--- config.mk ---
export PLATFORM = sky130hd
export DESIGN_NAME = epoch_seconds_to_civil_date_unit
export DESIGN_NICKNAME = d
export VERILOG_FILES = /design/src/hdl/ecd_pkg.sv /design/src/hdl/epoch_seconds_to_civil_date_unit.sv
export SDC_FILE = /design/constraint.sdc
export NUM_CORES = 2
export LEC_CHECK = 0
export BUFFER_PORTS_ARGS = -buffer_cell sky130_fd_sc_hd__buf_4
export CAP_MARGIN = 10
export CORE_MARGIN = 3
export CORE_UTILIZATION = 59
export DETAILED_ROUTE_END_ITERATION = 10
export HOLD_SLACK_MARGIN = 0.03
export PLACE_DENSITY = 0.86
export SETUP_SLACK_MARGIN = 0.05
export SYNTH_ARGS = -nofsm -noshare
export SYNTH_HDL_FRONTEND = slang
export SYNTH_SLANG_ARGS = --single-unit
export TNS_END_PERCENT = 20
--- constraint.sdc ---
create_clock -name i_clk -period 7.15 [get_ports i_clk]
set_input_delay 1.0725 -clock i_clk [delete_from_list [all_inputs] [get_ports i_clk]]
set_output_delay 1.0725 -clock i_clk [all_outputs]
set_load 0.01 [all_outputs]
--- src/hdl/ecd_pkg.sv ---
package ecd_pkg;

    localparam int unsigned Latency = 10;

    // floor(x / 675) = (x * DayRecip) >> DayShift, exact for x < 2**25
    localparam logic [25:0] DayRecip   = 26'd50903317;
    localparam int unsigned DayShift   = 35;
    localparam logic [9:0]  DayDivisor = 10'd675;

    // floor(x / 3600) for x < 2**17
    localparam logic [17:0] HourRecip = 18'd149131;
    localparam int unsigned HourShift = 29;
    localparam logic [11:0] SecsPerHour = 12'd3600;

    // floor(x / 60) for x < 2**12
    localparam logic [12:0] MinRecip = 13'd4370;
    localparam int unsigned MinShift = 18;
    localparam logic [5:0]  SecsPerMin = 6'd60;

    // floor(x / 1461) for x < 2**16
    localparam logic [16:0] CycRecip = 17'd91868;
    localparam int unsigned CycShift = 27;
    localparam logic [10:0] DaysPerCycle = 11'd1461;

    // Day numbers counted from 1968-03-01
    localparam logic [15:0] EpochOffset = 16'd671;
    // First epoch day on or after 2100-03-01, where the 4-year rule breaks
    localparam logic [15:0] CenturySkip = 16'd47541;
    localparam logic [11:0] BaseYear    = 12'd1968;

    localparam logic [8:0] DaysPerYear = 9'd365;

    // First day of each month in a March-based year
    function automatic logic [8:0] month_start(input logic [3:0] mp);
        logic [8:0] v;
        case (mp)
            4'd0:    v = 9'd0;
            4'd1:    v = 9'd31;
            4'd2:    v = 9'd61;
            4'd3:    v = 9'd92;
            4'd4:    v = 9'd122;
            4'd5:    v = 9'd153;
            4'd6:    v = 9'd184;
            4'd7:    v = 9'd214;
            4'd8:    v = 9'd245;
            4'd9:    v = 9'd275;
            4'd10:   v = 9'd306;
            4'd11:   v = 9'd337;
            default: v = 9'd0;
        endcase
        return v;
    endfunction

endpackage

--- src/hdl/epoch_seconds_to_civil_date_unit.sv ---
// Converts a 32-bit count of seconds since 1970-01-01 00:00:00 (no leap seconds) into the
// Gregorian date and time of day, with the full leap-year rule; every input maps to a date
// between 1970 and 2106. A transaction is taken whenever start is high: busy is always low,
// so one timestamp can enter on every clock. The result is on the ports for one cycle,
// flagged by o_valid; the receiver cannot stall it, and results leave in the order their
// timestamps arrived. The pipeline has ten register stages: constant-divisor multiplies
// by reciprocal, each followed by a register, then the back-multiply and subtract, the
// year and month split.
module epoch_seconds_to_civil_date_unit (
    input  logic        i_clk,
    input  logic        i_rst_n,
    input  logic        start,
    input  logic [31:0] i_epoch_seconds,
    output logic        busy,
    output logic        o_valid,
    output logic [11:0] o_year,
    output logic [3:0]  o_month,
    output logic [4:0]  o_day,
    output logic [4:0]  o_hour,
    output logic [5:0]  o_minute,
    output logic [5:0]  o_second
);
    import ecd_pkg::*;

    logic [Latency-1:0] r_vld;

    // stage 1
    logic [50:0] r_dprod;
    logic [24:0] r1_x;
    logic [6:0]  r1_lo;
    // stage 2
    logic [15:0] r2_days;
    logic [25:0] r2_qm;
    logic [24:0] r2_x;
    logic [6:0]  r2_lo;
    // stage 3
    logic [16:0] r3_rem;
    logic [15:0] r3_z;
    // stage 4
    logic [34:0] r4_hprod;
    logic [32:0] r4_cprod;
    logic [16:0] r4_rem;
    logic [15:0] r4_z;
    // stage 5
    logic [4:0]  r5_hour;
    logic [5:0]  r5_cyc;
    logic [16:0] r5_hm;
    logic [15:0] r5_cm;
    logic [16:0] r5_rem;
    logic [15:0] r5_z;
    // stage 6
    logic [4:0]  r6_hour;
    logic [5:0]  r6_cyc;
    logic [11:0] r6_rem2;
    logic [10:0] r6_r;
    // stage 7
    logic [4:0]  r7_hour;
    logic [5:0]  r7_cyc;
    logic [11:0] r7_rem2;
    logic [10:0] r7_r;
    logic [24:0] r7_mprod;
    logic [1:0]  r7_yoc;
    // stage 8
    logic [4:0]  r8_hour;
    logic [5:0]  r8_minute;
    logic [11:0] r8_mm;
    logic [11:0] r8_rem2;
    logic [8:0]  r8_doy;
    logic [11:0] r8_yb;
    // stage 9
    logic [4:0]  r9_hour;
    logic [5:0]  r9_minute;
    logic [5:0]  r9_second;
    logic [8:0]  r9_doy;
    logic [3:0]  r9_mp;
    logic [11:0] r9_yb;
    // stage 10 (output)
    logic [11:0] r_year;
    logic [3:0]  r_month;
    logic [4:0]  r_day;
    logic [4:0]  r_hour;
    logic [5:0]  r_minute;
    logic [5:0]  r_second;

    logic [24:0] n_diff;
    logic [15:0] n_z;
    logic [16:0] n_rem2;
    logic [15:0] n_r;
    logic [1:0]  n_yoc;
    logic [5:0]  n_minute;
    logic [8:0]  n_doy;
    logic [11:0] n_sec;
    logic [3:0]  n_mp;
    logic [8:0]  n_day;
    logic [3:0]  n_month;
    logic [11:0] n_year;

    always_ff @(posedge i_clk) begin
        if (!i_rst_n) begin
            r_vld <= '0;
        end else begin
            r_vld <= {r_vld[Latency-2:0], start};
        end
    end

    always_comb begin
        n_diff = r2_x - r2_qm[24:0];
        if (r2_days >= CenturySkip) begin
            n_z = r2_days + EpochOffset + 16'd1;
        end else begin
            n_z = r2_days + EpochOffset;
        end

        n_rem2 = r5_rem - r5_hm;
        n_r    = r5_z - r5_cm;

        if (r6_r >= 11'd1095) begin
            n_yoc = 2'd3;
        end else if (r6_r >= 11'd730) begin
            n_yoc = 2'd2;
        end else if (r6_r >= 11'd365) begin
            n_yoc = 2'd1;
        end else begin
            n_yoc = 2'd0;
        end

        n_minute = r7_mprod[MinShift+5:MinShift];
        n_doy    = 9'(r7_r - 11'(r7_yoc) * 11'(DaysPerYear));

        n_sec = r8_rem2 - r8_mm;
        n_mp  = '0;
        for (int k = 1; k < 12; k++) begin
            if (r8_doy >= month_start(4'(k))) begin
                n_mp = n_mp + 4'd1;
            end
        end

        n_day = r9_doy - month_start(r9_mp) + 9'd1;
        if (r9_mp < 4'd10) begin
            n_month = r9_mp + 4'd3;
            n_year  = r9_yb;
        end else begin
            n_month = r9_mp - 4'd9;
            n_year  = r9_yb + 12'd1;
        end
    end

    always_ff @(posedge i_clk) begin
        r_dprod <= 51'(i_epoch_seconds[31:7]) * 51'(DayRecip);
        r1_x    <= i_epoch_seconds[31:7];
        r1_lo   <= i_epoch_seconds[6:0];

        r2_days <= r_dprod[DayShift+15:DayShift];
        r2_qm   <= 26'(r_dprod[DayShift+15:DayShift]) * 26'(DayDivisor);
        r2_x    <= r1_x;
        r2_lo   <= r1_lo;

        r3_rem <= {n_diff[9:0], r2_lo};
        r3_z   <= n_z;

        r4_hprod <= 35'(r3_rem) * 35'(HourRecip);
        r4_cprod <= 33'(r3_z) * 33'(CycRecip);
        r4_rem   <= r3_rem;
        r4_z     <= r3_z;

        r5_hour <= r4_hprod[HourShift+4:HourShift];
        r5_cyc  <= r4_cprod[CycShift+5:CycShift];
        r5_hm   <= 17'(r4_hprod[HourShift+4:HourShift]) * 17'(SecsPerHour);
        r5_cm   <= 16'(r4_cprod[CycShift+5:CycShift]) * 16'(DaysPerCycle);
        r5_rem  <= r4_rem;
        r5_z    <= r4_z;

        r6_hour <= r5_hour;
        r6_cyc  <= r5_cyc;
        r6_rem2 <= n_rem2[11:0];
        r6_r    <= n_r[10:0];

        r7_hour  <= r6_hour;
        r7_cyc   <= r6_cyc;
        r7_rem2  <= r6_rem2;
        r7_r     <= r6_r;
        r7_mprod <= 25'(r6_rem2) * 25'(MinRecip);
        r7_yoc   <= n_yoc;

        r8_hour   <= r7_hour;
        r8_minute <= n_minute;
        r8_mm     <= 12'(n_minute) * 12'(SecsPerMin);
        r8_rem2   <= r7_rem2;
        r8_doy    <= n_doy;
        r8_yb     <= BaseYear + 12'({r7_cyc, r7_yoc});

        r9_hour   <= r8_hour;
        r9_minute <= r8_minute;
        r9_second <= n_sec[5:0];
        r9_doy    <= r8_doy;
        r9_mp     <= n_mp;
        r9_yb     <= r8_yb;

        r_year   <= n_year;
        r_month  <= n_month;
        r_day    <= n_day[4:0];
        r_hour   <= r9_hour;
        r_minute <= r9_minute;
        r_second <= r9_second;
    end

    assign busy     = 1'b0;
    assign o_valid  = r_vld[Latency-1];
    assign o_year   = r_year;
    assign o_month  = r_month;
    assign o_day    = r_day;
    assign o_hour   = r_hour;
    assign o_minute = r_minute;
    assign o_second = r_second;

`ifndef NO_ASSERTIONS
    a_latency: assert property (@(posedge i_clk) disable iff (!i_rst_n)
        start |-> ##10 o_valid)
        else $error("transaction lost in pipeline");

    a_no_phantom: assert property (@(posedge i_clk) disable iff (!i_rst_n)
        o_valid |-> $past(start, 10))
        else $error("result without a transaction");

    a_date_range: assert property (@(posedge i_clk) disable iff (!i_rst_n)
        o_valid |-> (o_month >= 4'd1 && o_month <= 4'd12 && o_day >= 5'd1 && o_day <= 5'd31))
        else $error("month or day out of range");

    a_time_range: assert property (@(posedge i_clk) disable iff (!i_rst_n)
        o_valid |-> (o_hour < 5'd24 && o_minute < 6'd60 && o_second < 6'd60))
        else $error("time of day out of range");

    a_february: assert property (@(posedge i_clk) disable iff (!i_rst_n)
        (o_valid && o_month == 4'd2) |-> (o_day <= 5'd29))
        else $error("february day out of range");
`endif

endmodule

* Yosys cells after proc, flatten, opt, wreduce, memory -nomap -nowiden
Memories as Yosys holds them, arrays and structs flattened. A register that Yosys moved wholly into a read port is not among the register bits.
Index checks and enable logic that the tools add are counted.
** Storage, ports and cells
- Input port bits :: 35
- Word-level logic and storage cells :: 115
- Bits in writable memories :: 0
- Memory bits (read-only) :: 144
- Bits in registers :: 498
- Bits in latches :: 0
- Memories :: 1
** Cells by class
- Reductions and logical operators :: 1
- Bitwise operators :: 0
- Equality and inequality tests :: 0
- Order comparisons :: 16
- Shifts and indexed selects :: 0
- $add $sub $neg :: 23
- Mux-type cells :: 16
- Multiply operators :: 9
- Divide/modulo/power cells :: 0
** Memory list
- (no name shown) :: words 16, width 9, rd ports 1, clocked after memory_dff 1, write ports 0, line ecd_pkg.sv:36 : case (mp)
** Operator list (count)
- 25-bit by 26-bit multiplier with 51-bit output, second input constant :: 1
- 4-bit 2-to-1 mux :: 11
- 4-bit by 1-bit adder with 4-bit output, second input constant :: 10
- 9-bit by 8-bit >= comparator with 1-bit output, second input constant :: 4
- 17-bit by 18-bit multiplier with 34-bit output, second input constant :: 1
- 16-bit by 15-bit multiplier with 31-bit output, second input constant :: 1
- 9-bit >= comparator, second input constant :: 3
- 12-bit by 12-bit multiplier with 23-bit output, second input constant :: 1
- 9-bit by 7-bit >= comparator with 1-bit output, second input constant :: 2
- 16-bit by 1-bit adder with 16-bit output, second input constant :: 1
- 16-bit by 10-bit adder with 16-bit output, second input constant :: 1
- 16-bit >= comparator, second input constant :: 1
- 16-bit by 10-bit multiplier with 10-bit output, second input constant :: 1
- 16-bit 2-to-1 mux :: 1
- 11-bit by 8-bit adder with 12-bit output, first input constant :: 1
- 12-bit by 1-bit adder with 12-bit output, second input constant :: 1
- 12-bit 2-to-1 mux :: 1
- 12-bit subtractor :: 1
- 11-bit by 10-bit >= comparator with 1-bit output, second input constant :: 1
- 11-bit >= comparator, second input constant :: 1
- 11-bit by 9-bit >= comparator with 1-bit output, second input constant :: 1
- 6-bit by 11-bit multiplier with 11-bit output, second input constant :: 1
- 11-bit subtractor :: 1
- 10-bit subtractor :: 1
- 14 further kinds :: 16

* Longest topological paths before layout
- Depth after elaboration :: 22
- Depth in mapped cells :: 38
- Depth with buffers taken out :: 37

* Least setup slack after synthesis
No wires, ideal clock.
- Kind :: input-to-reg
- Start :: in i_epoch_seconds[11]
- End :: reg r_dprod[37]
- Data required time :: 7078 ps
- Path slack :: 314 ps
- Arrival time :: 6763 ps
- Cell stages on the path :: 21
- Path through :: fa_1 > inv_1 > fa_1 > inv_1 > ha_1 > fa_1 > inv_1 > fa_1 > fa_1 > inv_1 > fa_1 > ha_1 > a21o_1 > a21oi_1 > o221ai_1 > a2111oi_0 > a21oi_1 > a2111oi_0 > o21ai_0 > nor2_1 > xnor2_1
** Between the ends
- Cells in the longest elaborated chain, start to end :: 1
** RTL lines
- start, declared :: line epoch_seconds_to_civil_date_unit.sv:13 : input logic [31:0] i_epoch_seconds,
- 25-bit by 26-bit multiplier with 51-bit output :: line epoch_seconds_to_civil_date_unit.sv:149 : r_dprod <= 51'(i_epoch_seconds[31:7]) * 51'(DayRecip);
- end signal, assigned :: line epoch_seconds_to_civil_date_unit.sv:149
- end, declared :: line epoch_seconds_to_civil_date_unit.sv:28 : logic [50:0] r_dprod;
Every way passes these cells.
A chain may end at the register's enable or synchronous reset.

* Worst setup path after layout
- Start :: in i_epoch_seconds[12]
- End :: reg r_dprod[50]
The elaborated chain is that of the path after synthesis.

==> results_dict.tcl <==
set metrics [dict create \
    status "complete, no violations" \
    synth_most_common_cell "inv_1" \
    met1_length_mm 25.5 \
    timing.hold.ws_ps 317 \
    clk_latency_ps 550 \
    vias 20100 \
    grt_pass1_wl_mm 104 \
    ios 75 \
    gp_congestion 0.957 \
    critPathRequiredTime_ps 7570 \
    cp.arrival_ps 7200 \
    root_buffer "clkbuf_16" \
    fp.dieH_microns 241 \
    synth_warnings 0 \
    wire_per_inst_microns 15.6 \
    grt_max_degree 16 \
    crit_fanout 5 \
    nets 4323 \
    fin_area_sq_um 35300 \
    route.met2.wl_mm 30.8 \
    syn_inst 3038 \
    vias_per_cell 5.16 \
    ys_types 83 \
    h-tree-depth 2 \
    io_buffers 73 \
    grt_use_total_pct 22.1 \
    ant_nets 0 \
    synth_top_area_cell "ha_1" \
    fmax_ghz 0.148 \
    fin_crit_sh_pct 94.7 \
    drt_wl_total_mm 60.8 \
    cts_tree "done" \
    placed_area_sq_um 34100 \
    dp.cells 3831 \
    synth_nets 4186 \
    synthSimpleGateAreaFrac_pct 4.54 \
    grt_pass1_vias 22100 \
    synth-main-ff-cell "dfxtp_1" \
    hpwl_mm 51.5 \
    setup_viol 0 \
    clockBufferDepth 3 \
    synth_compound_area_share_pct 6.12 \
    hp-class "reg -> reg" \
    cts.sinks 385 \
    maxCapViolCount 0 \
    ys_seq_area_share_pct 23.8 \
    crit_type "in -> reg" \
    crit_buf_inv 8 \
    drc_errors 0 \
    synth_edf_count 0 \
    synthTopCellsByArea "ha_1, dfxtp_1, fa_1" \
    max_stage_delay_ps 570 \
    synthAdderAreaFrac_pct 51.6 \
    fin_skew_ps 21.2 \
    path_common_cell "inv_1" \
    rsz0062_at_grt "true" \
    syn_area_per_cell_sq_um 10.7 \
    grt_antenna_before_repair 0 \
    ys_seq_elements 385 \
    placement_rows 85 \
    tightest_slew_ps 680 \
    crit_family "adder cells" \
    synthMuxAreaShare_pct 0.231 \
    fp.dieArea_sq_um 57800 \
    die_w_microns 241 \
    yosys-top-cells-count "inv_1, ha_1, dfxtp_1" \
    drt_iter0_markers 807 \
    cts_buffers 38 \
    area_delta_synth_final_pct 8.83 \
    start_kind "input pin" \
    n_antenna_cell 0 \
    slowest_stage "fa_1" \
    relSlewSlack_pct 54.2 \
    hold_viol 0 \
    start_util_pct 59.9 \
    drive_above_1_share_pct 6.40 \
    fin_cells 3899 \
    postCtsSetupBuffers 0 \
    met3_length_mm 2.24 \
    synth_top_area_share_pct 28.4 \
    async_reset_ff_share_pct 0 \
    path_clk_slew_ps 70 \
    drt_pass1_iterations 5 \
    grt_overflow 0 \
    routed.top_layer "met4" \
    drv_slew 0 \
    core_sq_um 54100 \
    synth_top_family_by_area "adder cells" \
    fin_crit_ps 6770 \
    endpoint_kind "flop" \
    synth_xor_area_share_pct 4.45 \
    syn_area_sq_um 32400 \
]
layout make-up:
type                            instances  area, sq um
Multi-Input combinational cell       1861        21800
Fill cell                            4007        18800
Sequential cell                       385         7710
Inverter                              780         2930
Clock buffer                           50         1060
Tap cell                              696          871
Timing Repair Buffer                  109          818
Clock inverter                         18          175
metrics by stage:
step / util (%) / TNS [ps] / worst slack (ps)
after global routing: 65.2 / 0 / 26.3
after detailed placement: 62.9 / -335 / -190
after floorplan: - / 0 / 314
after CTS: 65.2 / 0 / 106
final: 65.2 / 0 / 377
after global placement: 62.9 / -2.71 / -2.71
layout by cell type (no fill, tap or decap), types with 4 or more instances in the layout:
| cell type | synthesis | layout |
|---|---|---|
| inv_1 | 780 | 780 |
| ha_1 | 737 | 737 |
| dfxtp_1 | 385 | 382 |
| fa_1 | 376 | 376 |
| buf_4 | 3 | 109 |
| xnor2_1 | 108 | 107 |
| a21oi_1 | 86 | 86 |
| nor2_1 | 73 | 72 |
| nand2_1 | 66 | 66 |
| a21o_1 | 48 | 48 |
| o21ai_0 | 47 | 46 |
| xor2_1 | 46 | 46 |
| clkbuf_16 | 0 | 39 |
| nand3_1 | 23 | 23 |
| nand2b_1 | 21 | 21 |
| nand4_1 | 18 | 18 |
| nor2b_1 | 18 | 18 |
| nor3_1 | 14 | 14 |
| and2_1 | 14 | 14 |
| o21a_1 | 12 | 12 |
| o211ai_1 | 11 | 11 |
| a31oi_1 | 12 | 11 |
| and3_1 | 10 | 10 |
| o21bai_1 | 9 | 9 |
| a21boi_0 | 9 | 9 |
| clkbuf_1 | 2 | 7 |
| o31ai_1 | 5 | 5 |
| a211o_1 | 5 | 5 |
| a211oi_1 | 6 | 5 |
| clkinv_2 | 0 | 5 |
| and4_1 | 4 | 4 |
| nand3b_1 | 4 | 4 |
| a2111oi_0 | 4 | 4 |
| clkinvlp_4 | 0 | 4 |
| clkbuf_8 | 0 | 4 |
routing by layer:
layer  GRT usage (%)  vias up
li1                -     9926
met1            26.5     9640
met2            40.4      400
met3            2.74      149
met4            8.91        0
met5               0        -
worst paths after layout:
path	cells past startpoint	slack (ps)	from	end
worst max register to register	35	600	r8_doy[8]	flop
worst max-delay path	26	380	i_epoch_seconds[12]	r_dprod[50]
worst min-delay path	0	320	r2_lo[5]	r3_rem[5]
worst min register to register	0	320	r2_lo[5]	r3_rem[5]
logic make-up after synthesis:
kind of cell	count (synthesis)
XOR/XNOR	159
multiplexers	6
flip-flops	385
AO/OA/AOI/OAI	296
other	1
buffers and inverters	792
adder cells (fa/ha/maj)	1113
AND/OR/NAND/NOR	286
timing repair:
item                       CTS  global route
setup endpoints to repair    0             8
hold buffers                 0             0
gates resized for setup      0            10
worst register-to-register path, delay by kind of cell (launching register included):
kind	cells	cell delay [ps]
AOI/OAI and AO/OA	9	1310
buffers and inverters	4	280
xor gates and xnor gates	1	170
muxes	2	520
and+or+nand+nor	9	810
DFF	1	420
adders and majority gates	10	2990
state kept, by name, indices dropped and copies added (netlist names), 10 cells and up, named ones only:
| register | cells |
|---|---|
| r6_r | 11 |
| r4_rem | 12 |
| r6_rem2 | 12 |
| r3_rem | 17 |
| r2_days | 15 |
| r_dprod | 16 |
| r1_x | 10 |
| r2_x | 10 |
| r_vld | 10 |
| r8_yb | 11 |
| r5_rem | 12 |
| r2_qm | 10 |
| o_year | 12 |
| r3_z | 16 |
| r9_yb | 11 |
| r4_z | 11 |
| r5_z | 11 |
| r5_cm | 11 |
Power is left out: the tool's default activity adds up to more than one toggle a clock period on the data nets, which glitch-free logic cannot reach.
